--- config.mk ---
export PLATFORM = sky130hd
export DESIGN_NAME = key_matrix_scan_debounce
export DESIGN_NICKNAME = d
export VERILOG_FILES = /design/src/rtl/core/kmsd_pkg.sv /design/src/rtl/core/kmsd_lane.sv /design/src/rtl/core/kmsd_merge.sv /design/src/rtl/core/key_matrix_scan_debounce.sv
export SDC_FILE = /design/constraint.sdc
export NUM_CORES = 1
export LEC_CHECK = 0
export ABC_AREA = 1
export BUFFER_PORTS_ARGS = -buffer_cell sky130_fd_sc_hd__buf_2
export CAP_MARGIN = 20
export CORE_MARGIN = 2
export CORE_UTILIZATION = 50
export DETAILED_ROUTE_END_ITERATION = 8
export PLACE_DENSITY = 0.76
export SYNTH_ARGS = -nofsm -noshare
export SYNTH_HDL_FRONTEND = slang
export SYNTH_SLANG_ARGS = --single-unit
--- constraint.sdc ---
create_clock -name i_clk -period 21 [get_ports i_clk]
set_clock_uncertainty 0.2 [all_clocks]
set_input_delay 3.15 -clock i_clk [delete_from_list [all_inputs] [get_ports i_clk]]
set_output_delay 3.15 -clock i_clk [all_outputs]
set_load 0.1 [all_outputs]
--- src/rtl/core/kmsd_pkg.sv ---
// Shared types and constants for the key matrix scanner.
`timescale 1ns / 1ps
package kmsd_pkg;

    localparam int ROW_W    = 3;
    localparam int COL_IN_W = 5;
    localparam int CNT_W    = 16;
    localparam int TIME_W   = 32;
    localparam int IN_TDATA_W  = 40;
    localparam int OUT_TDATA_W = 16;

    localparam logic [CNT_W-1:0] LOCKOUT_RESET = 16'd20;

    // Per-poll control broadcast to every column lane.
    typedef struct packed {
        logic             step;
        logic             tick;
        logic             read;
        logic [ROW_W-1:0] row;
        logic [CNT_W-1:0] lockout;
    } t_lane_ctl;

    // Events found by one lane in a read poll.
    typedef struct packed {
        logic press;
        logic release_evt;
    } t_lane_evt;

endpackage

--- src/rtl/core/kmsd_lane.sv ---
// One column lane: lockout counters and key states for every row of a column.
`timescale 1ns / 1ps
module kmsd_lane #(
    parameter int NUM_ROWS = 5
) (
    input  logic                i_clk,
    input  logic                i_rst_n,
    input  kmsd_pkg::t_lane_ctl i_ctl,
    input  logic                i_closed,
    output kmsd_pkg::t_lane_evt o_evt
);
    import kmsd_pkg::*;

    logic [CNT_W-1:0] r_cnt  [NUM_ROWS];
    logic [CNT_W-1:0] n_cnt  [NUM_ROWS];
    logic [NUM_ROWS-1:0] r_down;
    logic [NUM_ROWS-1:0] n_down;
    logic [NUM_ROWS-1:0] hit_press;
    logic [NUM_ROWS-1:0] hit_release;

    always_comb begin
        for (int r = 0; r < NUM_ROWS; r++) begin
            n_cnt[r]       = r_cnt[r];
            n_down[r]      = r_down[r];
            hit_press[r]   = 1'b0;
            hit_release[r] = 1'b0;
            if (i_ctl.tick && r_cnt[r] != '0) begin
                n_cnt[r] = r_cnt[r] - 1'b1;
            end
            if (i_ctl.read && i_ctl.row == ROW_W'(r) && n_cnt[r] == '0
                    && i_closed != r_down[r]) begin
                n_down[r]      = i_closed;
                n_cnt[r]       = i_ctl.lockout;
                hit_press[r]   = i_closed;
                hit_release[r] = ~i_closed;
            end
        end
    end

    always_ff @(posedge i_clk) begin
        if (!i_rst_n) begin
            r_down <= '0;
            for (int r = 0; r < NUM_ROWS; r++) begin
                r_cnt[r] <= '0;
            end
        end else if (i_ctl.step) begin
            r_down <= n_down;
            for (int r = 0; r < NUM_ROWS; r++) begin
                r_cnt[r] <= n_cnt[r];
            end
        end
    end

    assign o_evt.press       = |hit_press;
    assign o_evt.release_evt = |hit_release;

endmodule

--- src/rtl/core/kmsd_merge.sv ---
// Merge stage: gathers lane events into masks and holds the result register.
`timescale 1ns / 1ps
module kmsd_merge #(
    parameter int NUM_COLUMNS = 5
) (
    input  logic                     i_clk,
    input  logic                     i_rst_n,
    input  logic                     i_step,
    input  logic                     i_read,
    input  logic [kmsd_pkg::ROW_W-1:0] i_row_drive,
    input  logic [kmsd_pkg::ROW_W-1:0] i_scanned_row,
    input  kmsd_pkg::t_lane_evt      i_evt [NUM_COLUMNS],
    output logic                     o_ready,
    output logic                     o_valid,
    input  logic                     i_taken,
    output logic [kmsd_pkg::OUT_TDATA_W-1:0] o_tdata,
    output logic                     o_tuser
);
    import kmsd_pkg::*;

    logic [COL_IN_W-1:0] press_mask;
    logic [COL_IN_W-1:0] release_mask;
    logic                r_valid;
    logic [OUT_TDATA_W-1:0] r_tdata;
    logic                r_tuser;

    for (genvar c = 0; c < COL_IN_W; c++) begin : g_mask
        if (c < NUM_COLUMNS) begin : g_lane
            assign press_mask[c]   = i_evt[c].press;
            assign release_mask[c] = i_evt[c].release_evt;
        end else begin : g_none
            assign press_mask[c]   = 1'b0;
            assign release_mask[c] = 1'b0;
        end
    end

    assign o_ready = ~r_valid | i_taken;

    always_ff @(posedge i_clk) begin
        if (!i_rst_n) begin
            r_valid <= 1'b0;
        end else if (i_step) begin
            r_valid <= 1'b1;
        end else if (i_taken) begin
            r_valid <= 1'b0;
        end
    end

    always_ff @(posedge i_clk) begin
        if (i_step) begin
            r_tuser <= i_read;
            r_tdata <= {release_mask, press_mask, i_scanned_row, i_row_drive};
        end
    end

    assign o_valid = r_valid;
    assign o_tdata = r_tdata;
    assign o_tuser = r_tuser;

endmodule

--- src/rtl/core/key_matrix_scan_debounce.sv ---
// Top level of the key matrix scanner with per-key lockout debounce.
`timescale 1ns / 1ps
// Each transfer on the s_axis channel is one poll: the millisecond tick and
// the sampled column lines. Polls alternate between a select phase, which
// advances the driven row, and a read phase, which compares the columns of
// the current row with the stored key states and reports presses/releases.
// Every poll yields exactly one transfer on m_axis (tuser = read phase).
// One column lane per matrix column holds that column's lockout counters;
// all counters step down in parallel when the tick changes.
// The result is registered and becomes valid in the cycle after the input transfer.
// Throughput: one poll per cycle while m_axis_tready is high, set by the single
// output register; the lanes finish a poll in the cycle it is accepted.
// If the receiver stalls, s_axis_tready drops until the held result is
// taken; nothing is dropped. Reset (synchronous, active low) clears all
// counters and key states, selects the last row, starts in the select phase,
// zeroes the stored tick and loads the lockout register with 20. The user must
// write the lockout register via the cfg channel only while idle; not enforced.
module key_matrix_scan_debounce #(
    parameter int NUM_ROWS    = 5,
    parameter int NUM_COLUMNS = 5
) (
    input  logic i_clk,
    input  logic i_rst_n,
    input  logic                                 i_cfg_valid,
    output logic                                 o_cfg_ready,
    input  logic [kmsd_pkg::CNT_W-1:0]           i_cfg_data,    // lockout_ticks
    input  logic                                 s_axis_tvalid,
    output logic                                 s_axis_tready,
    // [31:0] time_now, [36:32] column_bits, [39:37] zero
    input  logic [kmsd_pkg::IN_TDATA_W-1:0]      s_axis_tdata,
    output logic                                 m_axis_tvalid,
    input  logic                                 m_axis_tready,
    // [2:0] row_drive, [5:3] scanned_row, [10:6] press_mask, [15:11] release_mask
    output logic [kmsd_pkg::OUT_TDATA_W-1:0]     m_axis_tdata,
    // [0] read_done
    output logic                                 m_axis_tuser
);
    import kmsd_pkg::*;

    logic [CNT_W-1:0]  r_lockout;
    logic [TIME_W-1:0] r_prev_time;
    logic [ROW_W-1:0]  r_row;
    logic [ROW_W-1:0]  n_row;
    logic              r_read;
    logic              merge_ready;
    logic              step;
    logic [TIME_W-1:0] time_now;
    logic [COL_IN_W-1:0] column_bits;
    t_lane_ctl         ctl;
    t_lane_evt         evt [NUM_COLUMNS];

    assign time_now    = s_axis_tdata[TIME_W-1:0];
    assign column_bits = s_axis_tdata[TIME_W +: COL_IN_W];

    assign o_cfg_ready   = 1'b1;
    assign s_axis_tready = merge_ready;
    assign step          = s_axis_tvalid & merge_ready;

    always_ff @(posedge i_clk) begin
        if (!i_rst_n) begin
            r_lockout <= LOCKOUT_RESET;
        end else if (i_cfg_valid) begin
            r_lockout <= i_cfg_data;
        end
    end

    always_comb begin
        n_row = r_row;
        if (!r_read) begin
            n_row = (r_row >= ROW_W'(NUM_ROWS - 1)) ? '0 : r_row + 1'b1;
        end
    end

    always_ff @(posedge i_clk) begin
        if (!i_rst_n) begin
            r_prev_time <= '0;
            r_row       <= ROW_W'(NUM_ROWS - 1);
            r_read      <= 1'b0;
        end else if (step) begin
            r_prev_time <= time_now;
            r_row       <= n_row;
            r_read      <= ~r_read;
        end
    end

    assign ctl.step    = step;
    assign ctl.tick    = time_now != r_prev_time;
    assign ctl.read    = r_read;
    assign ctl.row     = r_row;
    assign ctl.lockout = r_lockout;

    for (genvar c = 0; c < NUM_COLUMNS; c++) begin : g_lane
        logic closed;
        if (c < COL_IN_W) begin : g_in
            assign closed = column_bits[c];
        end else begin : g_open
            assign closed = 1'b0;
        end
        kmsd_lane #(
            .NUM_ROWS (NUM_ROWS)
        ) u_lane (
            .i_clk    (i_clk),
            .i_rst_n  (i_rst_n),
            .i_ctl    (ctl),
            .i_closed (closed),
            .o_evt    (evt[c])
        );
    end

    kmsd_merge #(
        .NUM_COLUMNS (NUM_COLUMNS)
    ) u_merge (
        .i_clk         (i_clk),
        .i_rst_n       (i_rst_n),
        .i_step        (step),
        .i_read        (r_read),
        .i_row_drive   (n_row),
        .i_scanned_row (r_read ? r_row : '0),
        .i_evt         (evt),
        .o_ready       (merge_ready),
        .o_valid       (m_axis_tvalid),
        .i_taken       (m_axis_tready),
        .o_tdata       (m_axis_tdata),
        .o_tuser       (m_axis_tuser)
    );

endmodule

# After elaboration in Yosys (flattened, before gate mapping)
# Memories as Yosys holds them, arrays and structs flattened.
# Index checks and enable logic that the tools add are counted.
# Widths: inputs -> output; s select.
# totals
regBits	95
ramBits	400
in_bits	61
out_inout_bits	20
wordCells	429
memories	5
# classes
n_addsub	26
magnitude_cmp	1
eq_ne	30
mux	133
bitwise	34
n_reduce_logical	167
# mem_list
name	words	width	rd	rd_ports_with_merged_regs	wr	line_no	text
g_lane[0].u_lane.r_cnt	5	16	5	0	5	kmsd_lane.sv:14	logic [CNT_W-1:0] r_cnt [NUM_ROWS];
g_lane[1].u_lane.r_cnt	5	16	5	0	5	kmsd_lane.sv:14	
g_lane[2].u_lane.r_cnt	5	16	5	0	5	kmsd_lane.sv:14	
g_lane[3].u_lane.r_cnt	5	16	5	0	5	kmsd_lane.sv:14	
g_lane[4].u_lane.r_cnt	5	16	5	0	5	kmsd_lane.sv:14	
# ops
op	count
$mux 16	75
$logic_not 16->1	25
$reduce_bool 16->1	25
$sub 16x1->16 const B	25
$logic_and 1x1->1	80
$mux 1	56
$reduce_and 2->1	25
$reduce_or 5->1	10
$ne 32x32->1	1
$or 1x1->1	26
$ne 1x1->1	25
$not 1->1	7
$eq 3x2->1 const B	2
$mux 3	2
$add 3x1->3 const B	1
$eq 3x1->1 const B	1
$eq 3x3->1 const B	1
$ge 3x3->1 const B	1
$logic_not 3->1	1
$reduce_bool 2->1	1
$and 1x1->1	1

# Depth between registers and ports, before layout
# An unclocked memory read counts as a cell.
# depth
word_depth	9
ltp_mapped	24
mapped_depth_nobuf	20

# Hierarchy
# From an unflattened synthesis, not the netlist that was laid out.
# unflattened
cells_unflattened	6259
area_unflattened_um2	41110.7
# by_module_without_submodules
module	instances	cells_each	area_each_um2	seq_area_each_um2
kmsd_lane (g_lane[2].u_lane ...)	3	1198	7724.9	2502.4
kmsd_lane (g_lane[0].u_lane ...)	2	1158	7511.0	2502.4
key_matrix_scan_debounce	1	326	2357.3	1041.0
kmsd_merge	1	23	556.8	530.5

# Worst setup path after synthesis
# Ideal clock, no wire load.
# synth_path
path_kind	input to register
startpoint	in m_axis_tready
endpoint	mem g_lane[0].u_lane.r_cnt[0][0], enable pin
setup_ps	922
t_arrival_ps	15502
t_required_ps	19878
path_slack_ps	4376
cell_stages	7
path_buffers	1
cell_sequence	inv_1 nand2_1 nand2_1 inv_1 nor2_1 inv_1 clkbuf_1
# synth_lines
item	line_no	text
start, declared	key_matrix_scan_debounce.sv:32	input logic m_axis_tready,
end, declared	kmsd_lane.sv:14	

# Worst setup path in the final report
# layout_path
startpoint	in m_axis_tready
endpoint	out s_axis_tready
# layout_via
elab_chain_cells	1
# layout_lines
item	line_no	text
$or 1x1->1	kmsd_merge.sv:37	assign o_ready = ~r_valid | i_taken;
end, declared	key_matrix_scan_debounce.sv:28	output logic s_axis_tready,
# No other way between the ends.

==> load_flow_metrics.sql <==
INSERT INTO impl_metrics (metric_group, metric, value, unit) VALUES
('clock_tree', 'clock_latency', '0.66', 'ns'),
('global_route', 'first_global_vias', '34900', ''),
('finish', 'syn2layout_area_growth', '7.26', '%'),
('floorplan', 'chipHeight', '282', 'um'),
('worst_setup_path', 'timing.critical_path.required', '17.65', 'ns'),
('worst_setup_path', 'worstPathMaxFanout', '3', ''),
('power', 'vdd.ir_drop.worst', '0.0695', 'mV'),
('synthesis', 'ys_seq_elements', '495', ''),
('synthesis', 'ys.warnings.count', '0', ''),
('timing', 'rsz_0062_raised_after_global_routing', 'false', ''),
('synthesis', 'mapped_nets', '5992', ''),
('clock_tree', 'post_cts.resized_instances', '0', ''),
('power', 'pwr_density_cell', '74.8', 'nW/um^2'),
('global_route', 'grt_max_degree', '271', ''),
('finish', 'drive_gt1_share', '4.65', '%'),
('clock_tree', 'cts.sinks', '495', ''),
('place', 'port_buffers', '76', ''),
('timing', 'hold_violation_total_from_the_final_report', '0', ''),
('floorplan', 'effective_utilization_at_floorplan', '50.8', '%'),
('synthesis', 'synth_area', '38700', 'sq um'),
('place', 'placed_cells', '6789', ''),
('power', 'power_leakage', '18.2', 'nW'),
('place', 'gp_congestion', '0.961', ''),
('routing', 'number_of_antenna_violating_nets_in_the_routed_design', '0', ''),
('synthesis', 'synth-main-ff-cell', 'sky130_fd_sc_hd__edfxtp_1', ''),
('run', 'timing.max_cap.violations', '0', ''),
('timing', 'fin_crit_sh', '33.9', '%'),
('place', 'place_hpwl', '72700', 'um'),
('routing', 'drt_iter0_drc', '4082', ''),
('power', 'totalPowerFinal', '3.10', 'mW'),
('worst_setup_path', 'reg2reg_from', 'r_prev_time[9]$_SDFFE_PN0P_', ''),
('synthesis', 'synth_area_per_cell', '6.58', 'sq um'),
('global_route', 'first_pass_grt_wire_length', '186000', 'um'),
('global_route', 'gr-total-overflow', '0', ''),
('synthesis', 'post_synth_num_cell_types', '40', ''),
('clock_tree', 'cts_root_buffer', 'sky130_fd_sc_hd__clkbuf_16', ''),
('timing', 'max_freq', '140', 'MHz'),
('routing', 'detailedRoute.firstPassIterationCount', '6', ''),
('worst_setup_path', 'regToRegSetupSlack', '16.24', 'ns'),
('timing', 'holdWs', '0.290', 'ns'),
('routing', 'avg_vias_per_cell', '5.51', ''),
('timing', 'final.min_clock_period', '7.12', 'ns'),
('finish', 'final_net_count', '5935', ''),
('global_route', 'grt_antenna_before_repair', '5', ''),
('timing', 'tns', '0', 'ns'),
('floorplan', 'fp.dieArea', '79600', 'sq um'),
('worst_setup_path', 'critical_path.endpoint_type', 'primary output', ''),
('routing', 'detailed_route_via_count', '38100', ''),
('synthesis', 'cells_after_synth', '5876', ''),
('worst_setup_path', 'type_of_element_launching_the_critical_path', 'input pin', ''),
('synthesis', 'count_of_flip_flops_with_a_built_in_enable_after_synthesis', '417', ''),
('worst_setup_path', 'critical_path_arrival', '3.77', 'ns'),
('routing', 'detail_route.wirelength', '117000', 'um'),
('clock_tree', 'clk_transition_reported_paths', '0.06', 'ns'),
('synthesis', 'synth.area.top_cells', 'sky130_fd_sc_hd__edfxtp_1 32%, sky130_fd_sc_hd__nand2_1 15%, sky130_fd_sc_hd__nor2_1 15%, sky130_fd_sc_hd__o21ai_0 5.3%, sky130_fd_sc_hd__xor2_1 4.9%', ''),
('status', 'status', 'finished clean', ''),
('floorplan', 'die_w', '282', 'um'),
('clock_tree', 'tritoncts', 'built', ''),
('clock_tree', 'clock_tree.htree_level_count', '2', ''),
('worst_setup_path', 'worstSetupPathType', 'input pin to primary output', ''),
('timing', 'max-slew-margin-rel', '16.7', '%'),
('global_route', 'global_route.usage.total', '29.0', '%'),
('synthesis', 'seq_area_frac_synth', '36.4', '%'),
('worst_setup_path', 'worstSetupStartpoint', 'm_axis_tready', ''),
('synthesis', 'synthDominantCellAreaShare', '32.4', '%'),
('clock_tree', 'cts.path.max_buffers', '3', ''),
('synthesis', 'async_reset_ff_share', '0', '%'),
('timing', 'finalMaxSlewViolations', '0', ''),
('timing', 'worst_slew_pin_slew', '1.25', 'ns'),
('clock_tree', 'tritoncts.num_buffers', '58', ''),
('synthesis', 'yosysMostFrequentCell', 'sky130_fd_sc_hd__nand2_1', '');
## cell usage in the layout (no fill, tap or decap), types with 87 or more instances in the layout
| cell | instances |
|---|---|
| sky130_fd_sc_hd__nor3_1 | 98 |
| sky130_fd_sc_hd__xnor2_1 | 116 |
| sky130_fd_sc_hd__nand3_1 | 348 |
| sky130_fd_sc_hd__edfxtp_1 | 417 |
| sky130_fd_sc_hd__o21ai_0 | 411 |
| sky130_fd_sc_hd__nand2_1 | 1531 |
| sky130_fd_sc_hd__xor2_1 | 215 |
| sky130_fd_sc_hd__nor2_1 | 1495 |
| sky130_fd_sc_hd__nand4_1 | 87 |
| sky130_fd_sc_hd__a21oi_1 | 95 |
| sky130_fd_sc_hd__inv_1 | 485 |
## critical path: stages
cell	delay [ns]
sky130_fd_sc_hd__buf_2	0.07
sky130_fd_sc_hd__inv_1	0.03
sky130_fd_sc_hd__nand2_1	0.08
sky130_fd_sc_hd__buf_2	0.43
## flip-flops by register name, summed over array words and instances (netlist names)
signal                flops
g_lane.u_lane.r_cnt     400
g_lane.u_lane.r_down     25
r_lockout                16
r_prev_time              32
r_read                    1
r_row                     3
u_merge.o_tdata          16
u_merge.o_tuser           1
u_merge.o_valid           1
## layout make-up
cell class | count | area (sq um)
antenna | 5 | 12.5
clock buffer | 80 | 1670
clock inverter | 30 | 280
fill | 7349 | 34700
inverter | 512 | 1930
multi-input combinational | 4651 | 21600
sequential | 495 | 14100
tap | 1030 | 1290
timing repair buffer | 101 | 606
## stage by stage
stage               util [%]  area [sq um]  worst slack [ns]
finish                  54.4         41500             13.88
floorplan                  -         38700              4.38
global route            54.4         41500             13.67
detailed placement      51.9         39500             13.42
CTS                     54.4         41500             13.87
global placement        51.8         39500             13.49
## logic make-up after synthesis
logic type,count (synthesis),share of synthesized area (%)
AND/OR/NAND/NOR,3665,38.4
buffers and inverters,730,7.79
AO/OA/AOI/OAI,599,8.08
flip-flops,495,36.4
XOR/XNOR,331,7.50
adder cells (fa/ha/maj),55,1.78
other,1,0.00970
## layer usage
layer | track usage, % | wire [um] | vias up
li1 | - | - | 18800
met1 | 38.5 | 48200 | 17400
met2 | 47.7 | 53100 | 1626
met3 | 4.19 | 10800 | 291
met4 | 11.7 | 4790 | 2
met5 | 0 | 15 | -
## final timing paths
| kind | end | cells past startpoint |
|---|---|---|
| worst max-delay path | s_axis_tready | 4 |
| worst min-delay path | r_prev_time[3]$_SDFFE_PN0P_ | 2 |
| worst max register to register | u_merge.o_tdata[10]$_DFFE_PP_ | 18 |
| worst min register to register | r_prev_time[3]$_SDFFE_PN0P_ | 2 |
## where the power goes
group          switching [mW]  internal, mW  leakage, nW
Sequential             0.0994          1.16         5.20
Clock                   0.455         0.586        0.960
Combinational           0.529         0.273         12.0
Power figures use the tool's default switching activity.
